File: config.mk
export PLATFORM = sky130hd
export DESIGN_NAME = lru_result_cache_core
export DESIGN_NICKNAME = d
export VERILOG_FILES = /design/src/sv/lrc_pkg.sv /design/src/sv/lrc_cell.sv /design/src/sv/lru_result_cache_core.sv
export SDC_FILE = /design/constraint.sdc
export NUM_CORES = 2
export LEC_CHECK = 0
export CAP_MARGIN = 5
export CELL_PAD_IN_SITES_DETAIL_PLACEMENT = 1
export CELL_PAD_IN_SITES_GLOBAL_PLACEMENT = 1
export CORE_ASPECT_RATIO = 2
export CORE_MARGIN = 8
export CORE_UTILIZATION = 30
export CTS_CLUSTER_SIZE = 40
export DETAILED_ROUTE_END_ITERATION = 8
export DONT_BUFFER_PORTS = 1
export PLACE_DENSITY = 0.58
export SLEW_MARGIN = 20
export SYNTH_ARGS = -nofsm -noshare
export SYNTH_HDL_FRONTEND = slang
export SYNTH_SLANG_ARGS = --single-unit
File: constraint.sdc
create_clock -name clk -period 16.98 [get_ports clk]
set_input_delay 0.849 -clock clk [delete_from_list [all_inputs] [get_ports clk]]
set_output_delay 0.849 -clock clk [all_outputs]
set_load 0.01 [all_outputs]
File: src/sv/lrc_pkg.sv
// shared constants and types for the lru result cache
package lrc_pkg;

  localparam int LRC_CAPACITY = 16;
  localparam int KEY_W        = 64;
  localparam int LEVEL_W      = 2;

  localparam logic ACT_LOOKUP = 1'b0;
  localparam logic ACT_INSERT = 1'b1;

  // update control broadcast from the sequencer to every cell
  typedef struct packed {
    logic go;
    logic insert;
    logic any_match;
    logic full;
  } upd_ctl_t;

endpackage

File: src/sv/lrc_cell.sv
// one cache entry: tag, level, valid mark and recency rank
module lrc_cell
  import lrc_pkg::*;
#(
  parameter int CAPACITY = LRC_CAPACITY
) (
  input  logic                                  clk,
  input  logic                                  rst_n,
  input  logic                                  look_en,
  input  upd_ctl_t                              ctl,
  input  logic [$clog2(CAPACITY+1)-1:0]         old_rank,
  input  logic [KEY_W-1:0]                      key,
  input  logic [LEVEL_W-1:0]                    level,
  input  logic                                  free_in,
  output logic                                  free_out,
  output logic                                  match_o,
  output logic                                  valid_o,
  output logic [$clog2(CAPACITY)-1:0]           rank_o,
  output logic [LEVEL_W-1:0]                    level_o
);

  localparam int RANK_W = $clog2(CAPACITY);
  localparam int OLD_W  = $clog2(CAPACITY + 1);

  logic [KEY_W-1:0]   key_r, key_nxt;
  logic [LEVEL_W-1:0] level_r, level_nxt;
  logic [RANK_W-1:0]  rank_r, rank_nxt;
  logic               valid_r, valid_nxt;
  logic               match_r;

  logic match_now;
  logic claim;
  logic oldest;
  logic target;
  logic move;

  assign match_now = valid_r && (key_r == key);
  assign claim     = !valid_r && !free_in;
  assign free_out  = free_in || !valid_r;
  assign oldest    = valid_r && (rank_r == RANK_W'(CAPACITY - 1));

  // a hit targets the matching entry, a new key the free or the oldest one
  assign target = ctl.any_match ? match_r : (ctl.insert && (ctl.full ? oldest : claim));
  assign move   = ctl.go && (ctl.any_match || ctl.insert);

  assign match_o = match_now;
  assign valid_o = valid_r;
  assign rank_o  = match_now ? rank_r : '0;
  assign level_o = match_now ? level_r : '0;

  always_comb begin
    rank_nxt  = rank_r;
    valid_nxt = valid_r;
    key_nxt   = key_r;
    level_nxt = level_r;
    if (move) begin
      if (target) begin
        rank_nxt = '0;
        if (ctl.insert) begin
          level_nxt = level;
          if (!ctl.any_match) begin
            key_nxt   = key;
            valid_nxt = 1'b1;
          end
        end
      end else if (valid_r && (OLD_W'(rank_r) < old_rank)) begin
        rank_nxt = rank_r + 1'b1;
      end
    end
  end

  always_ff @(posedge clk) begin
    if (!rst_n) begin
      valid_r <= 1'b0;
      match_r <= 1'b0;
    end else begin
      valid_r <= valid_nxt;
      if (look_en) begin
        match_r <= match_now;
      end
    end
    key_r   <= key_nxt;
    level_r <= level_nxt;
    rank_r  <= rank_nxt;
  end

endmodule

File: src/sv/lru_result_cache_core.sv
// top level of the lru result cache: sequencer, cell row and result register
//
// Fully associative least-recently-used cache of CAPACITY entries mapping a
// 64-bit key to a two-bit level. An input item (in_action, in_key,
// in_new_level) is a lookup or an insert; each item yields exactly one
// result item (out_hit, out_found_level, out_evicted).
// Both channels use valid/stall: an item moves on a rising edge where valid
// is high and stall is low.
// Each item goes through accept, a compare cycle in which every cell checks
// its tag, and an update cycle in which every cell adjusts its rank and the
// target cell is written. The result is registered at the end of the update
// cycle. A new item is accepted only after the previous one has finished its
// update cycle.
// The next item may be accepted while a result waits on a stalled output.
// If the output is still stalled when the next update is due, that update
// waits until the result register frees up; in_stall stays high meanwhile.
// Reset (rst_n low, synchronous) clears all valid marks; the cache is empty
// and ready right after reset.
module lru_result_cache_core
  import lrc_pkg::*;
#(
  parameter int CAPACITY = LRC_CAPACITY
) (
  input  logic               clk,
  input  logic               rst_n,
  input  logic               in_valid,
  output logic               in_stall,
  input  logic               in_action,
  input  logic [KEY_W-1:0]   in_key,
  input  logic [LEVEL_W-1:0] in_new_level,
  output logic               out_valid,
  input  logic               out_stall,
  output logic               out_hit,
  output logic [LEVEL_W-1:0] out_found_level,
  output logic               out_evicted
);

  localparam int RANK_W = $clog2(CAPACITY);
  localparam int OLD_W  = $clog2(CAPACITY + 1);

  typedef enum logic [1:0] {ST_IDLE, ST_LOOK, ST_UPD} state_t;

  state_t             state_r, state_nxt;
  logic               action_r;
  logic [KEY_W-1:0]   key_r;
  logic [LEVEL_W-1:0] level_r;
  logic               any_match_r;
  logic               full_r;
  logic [RANK_W-1:0]  hit_rank_r;
  logic [LEVEL_W-1:0] hit_level_r;
  logic               out_valid_r, out_valid_nxt;
  logic               out_hit_r;
  logic [LEVEL_W-1:0] out_found_level_r;
  logic               out_evicted_r;

  logic                  in_take;
  logic                  out_free;
  logic                  upd_go;
  upd_ctl_t              ctl;
  logic [OLD_W-1:0]      old_rank;
  logic [CAPACITY:0]     free_chain;
  logic [CAPACITY-1:0]   cell_match;
  logic [CAPACITY-1:0]   cell_valid;
  logic [RANK_W-1:0]     cell_rank  [CAPACITY];
  logic [LEVEL_W-1:0]    cell_level [CAPACITY];
  logic [RANK_W-1:0]     red_rank;
  logic [LEVEL_W-1:0]    red_level;

  assign in_stall = (state_r != ST_IDLE);
  assign in_take  = in_valid && !in_stall;
  assign out_free = !out_valid_r || !out_stall;
  assign upd_go   = (state_r == ST_UPD) && out_free;

  assign ctl.go        = upd_go;
  assign ctl.insert    = (action_r == ACT_INSERT);
  assign ctl.any_match = any_match_r;
  assign ctl.full      = full_r;

  // rank the target held before; a fresh slot ages every valid entry
  assign old_rank = any_match_r ? OLD_W'(hit_rank_r) :
                    (full_r ? OLD_W'(CAPACITY - 1) : OLD_W'(CAPACITY));

  assign free_chain[0] = 1'b0;

  for (genvar i = 0; i < CAPACITY; i++) begin : g_cell
    lrc_cell #(
      .CAPACITY (CAPACITY)
    ) u_cell (
      .clk      (clk),
      .rst_n    (rst_n),
      .look_en  (state_r == ST_LOOK),
      .ctl      (ctl),
      .old_rank (old_rank),
      .key      (key_r),
      .level    (level_r),
      .free_in  (free_chain[i]),
      .free_out (free_chain[i+1]),
      .match_o  (cell_match[i]),
      .valid_o  (cell_valid[i]),
      .rank_o   (cell_rank[i]),
      .level_o  (cell_level[i])
    );
  end

  // at most one entry matches, so an or of the masked fields picks it
  always_comb begin
    red_rank  = '0;
    red_level = '0;
    for (int i = 0; i < CAPACITY; i++) begin
      red_rank  = red_rank | cell_rank[i];
      red_level = red_level | cell_level[i];
    end
  end

  always_comb begin
    state_nxt     = state_r;
    out_valid_nxt = out_valid_r;
    if (out_valid_r && !out_stall) begin
      out_valid_nxt = 1'b0;
    end
    unique case (state_r)
      ST_IDLE: begin
        if (in_take) begin
          state_nxt = ST_LOOK;
        end
      end
      ST_LOOK: begin
        state_nxt = ST_UPD;
      end
      ST_UPD: begin
        if (upd_go) begin
          state_nxt     = ST_IDLE;
          out_valid_nxt = 1'b1;
        end
      end
      default: begin
        state_nxt = ST_IDLE;
      end
    endcase
  end

  always_ff @(posedge clk) begin
    if (!rst_n) begin
      state_r     <= ST_IDLE;
      out_valid_r <= 1'b0;
    end else begin
      state_r     <= state_nxt;
      out_valid_r <= out_valid_nxt;
    end
    if (in_take) begin
      action_r <= in_action;
      key_r    <= in_key;
      level_r  <= in_new_level;
    end
    if (state_r == ST_LOOK) begin
      any_match_r <= |cell_match;
      full_r      <= &cell_valid;
      hit_rank_r  <= red_rank;
      hit_level_r <= red_level;
    end
    if (upd_go) begin
      out_hit_r         <= any_match_r;
      out_found_level_r <= (action_r == ACT_LOOKUP && any_match_r) ? hit_level_r : '0;
      out_evicted_r     <= (action_r == ACT_INSERT) && !any_match_r && full_r;
    end
  end

  assign out_valid       = out_valid_r;
  assign out_hit         = out_hit_r;
  assign out_found_level = out_found_level_r;
  assign out_evicted     = out_evicted_r;

endmodule
* Word level (Yosys, flattened, before mapping) *
Cells that the tools add are included.

word-level totals
  input bits = 71
  bits in registers = 1234

operators by class
  $add $sub $neg = 16
  multiplexer cells = 88
  bitwise gates (word level) = 32
  reductions and logical operators = 205
  eq/ne operators = 36
  order comparisons = 16

operators by type and width
  kind                                                             count
  64-bit == test                                                   16
  4-bit two-way mux                                                32
  1-bit logical AND                                                86
  4-bit by 5-bit < comparator with 1-bit output                    16
  4-bit by 1-bit adder with 4-bit output, second input constant    16
  4-bit == test, second input constant                             16
  4-bit AND reduction                                              16
  4-bit OR                                                         15
  3-bit AND reduction                                              16
  2-bit two-way mux                                                18
  1-bit two-way mux                                                35
  1-bit logical NOT                                                34
  2-bit AND reduction                                              17
  2-bit nonzero test                                               17
  2-bit OR                                                         15
  1-bit logical OR                                                 16
  16-bit AND reduction                                             1
  16-bit OR reduction                                              1
  5-bit two-way mux                                                2
  2-bit one-hot mux with 3 select lines                            1
  2-bit inequality test, second input constant                     2
  2-bit by 1-bit == test with 1-bit output, second input constant  1
  2-bit == test, second input constant                             1
  2-bit logical NOT                                                1
  1-bit NOT                                                        2

* Logic depth before layout (Yosys ltp) *
  depth after elaboration = 22
  mapped depth = 11
  depth with buffers taken out = 9

* Cells and area by module *
A second synthesis with hierarchy kept.

second synthesis, totals
  cell total of the unflattened synthesis = 4073
  area total of the unflattened synthesis = 56598.0 um2

by module, submodules not included
  module                            area each (um2)  cells an instance  times used  seq. area each (um2)
  lrc_cell (g_cell[14].u_cell ...)  3377.0           249                8           2142.1
  lrc_cell (g_cell[0].u_cell ...)   3352.0           241                5           2142.1
  lrc_cell (g_cell[7].u_cell ...)   3320.7           240                2           2142.1
  lrc_cell (g_cell[9].u_cell)       3359.5           249                1           2142.1
  lru_result_cache_core             2821.5           147                1           2432.3

* Worst setup path after synthesis *
No wires, ideal clock.

  path kind = input to register
  from = input out_stall
  to = register g_cell[6].u_cell.key_r[0] (enable)
  data required time = 16.333 ns
  slack = 8.630 ns
  stages = 3
  buffers on the path = 0
  arrival = 7.703 ns
  library setup time = 0.647 ns
  cells stage by stage = a21oi_1 -> nand2_1 -> nor4_1

between the ends
  word-level cells in the longest chain between the ends = 5

RTL lines
  what                           line                         source
  start, declared                lru_result_cache_core.sv:32  input logic out_stall,
  1-bit logical NOT              lru_result_cache_core.sv:71  assign out_free = !out_valid_r || !out_stall;
  1-bit logical OR               lru_result_cache_core.sv:71
  1-bit logical AND              lru_result_cache_core.sv:72  assign upd_go = (state_r == ST_UPD) && out_free;
  1-bit logical AND              lrc_cell.sv:44               assign move = ctl.go && (ctl.any_match || ctl.insert);
  4-bit AND reduction (no line)  --
  end signal, assigned           lrc_cell.sv:82               key_r <= key_nxt;
  end, declared                  lrc_cell.sv:25               logic [KEY_W-1:0] key_r, key_nxt;

Every way passes these cells.
A chain may end at the register's enable or synchronous reset.

* Final worst setup path *
  from = register key_r[7]
  to = register hit_level_r[1], data pin

between the ends
  word-level cells in the longest chain between the ends = 18
  elaborated cells on any way between the ends = 63
  classes of those cells = eq/ne: 16; mux: 16; bitwise: 15; reduce/logical: 16

RTL lines
  what                    line                          source
  start, declared         lru_result_cache_core.sv:45   logic [KEY_W-1:0] key_r;
  start signal, assigned  lru_result_cache_core.sv:152  key_r <= in_key;
  64-bit == test          lrc_cell.sv:37                assign match_now = valid_r && (key_r == key);
  1-bit logical AND       lrc_cell.sv:37
  2-bit two-way mux       lrc_cell.sv:49                assign level_o = match_now ? level_r : '0;
  2-bit OR (14 in a row)  lru_result_cache_core.sv:111  red_level = red_level | cell_level[i];
  2-bit OR *              lru_result_cache_core.sv:111
  via red_level[1]        lru_result_cache_core.sv:67   logic [LEVEL_W-1:0] red_level;
  end signal, assigned    lru_result_cache_core.sv:159  hit_level_r <= red_level;
  end, declared           lru_result_cache_core.sv:50   logic [LEVEL_W-1:0] hit_level_r;

The timed path passes the listed nets; every way through them passes the cells marked *.

==> results.toml <==
[yosys]
ys_warn_count = 0
synth_ff_type = "edfxtp_1"
avgSynthCellArea_um2 = 14.9
yosysTopAreaCell = "edfxtp_1"
synthCells = 3621
synth_nets = 3756
async_flop_share_pct = 0
synth.cell_area_mm2 = 0.0540
synth_cell_type_count = 62
synth-seq-area-share_pct = 68.0
synth_enable_flop_cells = 1199
synth-seq-cells = 1234
synth_top_area_share_pct = 66.7
ys_top_cells_by_area = "edfxtp_1 (67%), xnor2_1 (12%), nand4_1 (2.4%)"

[placed_design]
hpwl_um = 144000
io_buffers = 0
place_inst = 5968
routabilityCongestion = 0.952

[routing]
wirelength_um = 208000
via_per_inst = 5.33
drt-pass1-iter-count = 6
drtAntennaViolNets = 0
post_drt_wl_per_cell_um = 33.7
post-route-drc-count = 0
dr.first_iter.drc_count = 2848
vias = 32951

[cells_and_area]
nNetsFinal = 3882
finalNonFillerCells = 6184
drive_gt1_share_pct = 9.79
multiInputGateArea_mm2 = 0.0159
fillers = 18474
area_growth_pct = 12.9
register_area_mm2 = 0.0367

[timing]
tns_ns = 0
clock.fmax_ghz = 0.231
clock_skew_ns = 0.0457
period_share_pct = 25.5
hold_viol_final = 0
drv_slew = 0
slew_headroom_pct = 12.7
layout_min_cycle_time_ns = 4.33
rsz0062_at_grt = "no"
hold_ws_ns = 0.193
setup_violations = 0
worst_pin_slew_ns = 1.31

[floorplan]
die_h_um = 616
die_width_um = 316
initial_utilization_pct = 30.1
fp-row-count = 220
ios = 77
core-area_mm2 = 0.179
dieArea_mm2 = 0.195

[grt]
grt_usage_pct = 21.0
grt_pass1_wl_um = 285000
grt_max_degree = 66
grt_pass1_vias = 34644
overflow = 0
antenna_found_initial = 19

[critical_path]
start_kind = "register"
crit_buf_inv = 3
cp-end-kind = "register"
path_delay_family = "compound AO/OA/AOI/OAI gates"
crit_fanout = 15
slowest_stage = "a2111oi_1"
path_class = "reg2reg"
crit_required_ns = 17.41
path_cells = "buf_4 > buf_4 > inv_1 > o2bb2ai_1 > nor4_1 > nand4_1 > nor2_1 > a2111oi_1 > nand4_1"
worstPathArrival_ns = 4.76
slowest_delay_ns = 1.20

[clocking]
clockRootBuffer = "clkbuf_16"
ctsResizeCount = 0
clock_latency_ns = 0.75
hold_buffers = 0
cts.htree.levels = 3
clockBufferDepth = 3
post-cts-setup-buffers = 0
cts.sinks = 1234
clk_pin_slew_worst_paths_ns = 0.07
cts_buffers = 108
cts_tree = "yes"

[run_status]
status = "complete, no violations"

[run]
drv_cap = 0

[power_and_ir_drop]
cellPowerDensity_mw_per_mm2 = 105
worst_ir_drop_vdd_mv = 0.0791
p_leak_nw = 18.4

[min_path]
hold_class = "in2reg"
[report_power, final]
group	internal [W]	switching, W
Sequential	0.00335	0.0000122
Combinational	0.000122	0.000336
Clock	0.00136	0.00120
[per-stage QoR]
| stage | util (%) | worst slack (ns) | power (W) | area [um^2] |
|---|---|---|---|---|
| 5_1_grt | 34.0 | 12.75 | 0.00652 | 60900 |
| 3_3_place_gp | 32.0 | 12.55 | 0.00389 | 57300 |
| 6_report | 34.0 | 12.65 | 0.00639 | 60900 |
| 2_1_floorplan | - | 8.63 | 0.00367 | 54000 |
| 4_1_cts | 34.0 | 12.80 | 0.00643 | 60900 |
| 3_5_place_dp | 32.0 | 12.67 | 0.00390 | 57300 |
[final cells by class]
class                      count  share of cell area [%]
antenna                       14                  0.0575
clock buffer                 137                    4.72
clock inverter                65                    1.09
inverter                     130                   0.801
multi-input combinational   2113                    26.1
sequential                  1234                    60.3
tap                         2331                    4.79
timing repair buffer         160                    2.20
[cells by family (layout without fill, tap and decap cells)]
family                     Yosys count  count (layout)  share of synthesized area [%]
AOI/OAI and AO/OA                  394             394                           5.60
xor gates and xnor gates           793             793                           12.9
adders and majority gates           64              64                           1.48
DFF                               1234            1234                           68.0
and+or+nand+nor                    859             859                           9.15
muxes                                3               3                         0.0556
buffers and inverters              274             492                           2.82
other                                0              14                              0
[cells in the final DEF, fill, tap and decap left out, types with 24 or more instances in the layout]
cell and count:
edfxtp_1 1199, xnor2_1 717, nand4_1 208, nand2b_1 204, buf_4 149, inv_1 116, clkbuf_16 109, nor2_1 89
nor4_1 76, xor2_1 76, nand2_1 66, ha_1 64, o2111ai_1 62, nor3_1 61, nand3_1 44, a21oi_1 43
o21a_1 40, o21ai_0 38, dfxtp_1 35, nor2b_1 30, o22ai_1 30, a22o_1 30, o2bb2ai_1 27, clkbuf_1 24
[worst reg2reg max path: stages, from the launching register on]
cell and delay (ns):
edfxtp_1 0.32, buf_4 0.29, buf_4 0.41, inv_1 0.49, o2bb2ai_1 0.32, nor4_1 0.11, nand4_1 0.41, nor2_1 0.27
a2111oi_1 1.20, nand4_1 0.21
[routing by layer]
metal  wire length, um  share of wire, %  up-vias  global-route usage, %
met5                41             0.020        -                      0
met1             71800                34    17513                   21.9
met4             18500               8.9        6                   15.5
li1                  -                 -    13821                      -
met3              9010               4.3      485                   2.39
met2            109000                52     1126                   38.4
[synth_stat cells, types with 4 or more instances]
master / count
inv_1: 116
o22ai_1: 30
nor4_2: 10
dfxtp_1: 35
inv_2: 13
clkbuf_1: 19
nand3_1: 44
o21ai_1: 5
nor2_2: 4
a21boi_1: 16
a2111oi_0: 25
o21a_1: 40
o21ai_0: 38
o221ai_1: 20
and4_1: 4
nor4_1: 79
buf_6: 38
a22o_1: 30
edfxtp_1: 1199
o2bb2ai_1: 27
o2111ai_1: 62
a21oi_1: 43
xor2_1: 76
nor3_1: 61
and2_1: 22
nor2_1: 106
nand2_1: 66
a222oi_1: 6
buf_2: 44
a221o_1: 6
buf_4: 41
nand4_1: 208
ha_1: 64
nand2b_1: 204
a22oi_1: 5
a2111o_1: 5
and3_1: 6
o32ai_1: 10
nor2b_1: 30
a221oi_1: 10
xnor2_1: 717
[sequential cells by signal, indices dropped and copies added, names as in the netlist, 2 cells and up]
signal	flops
g_cell.u_cell.valid_o	16
g_cell.u_cell.key_r	1024
out_found_level	2
key_r	64
g_cell.u_cell.level_r	32
state_r	2
hit_level_r	2
level_r	2
hit_rank_r	4
g_cell.u_cell.match_r	16
g_cell.u_cell.rank_r	64
[final timing paths]
kind / end / slack, ns / depth (start not counted) / startpoint
worst max-delay path: hit_level_r[1] / 12.65 / 9 / key_r[7]
worst min-delay path: action_r / 0.19 / 0 / in_action
worst max register to register: hit_level_r[1] / 12.65 / 9 / key_r[7]
worst min register to register: g_cell[10].u_cell.match_r / 0.46 / 2 / g_cell[10].u_cell.match_r
Power figures use the tool's default switching activity.
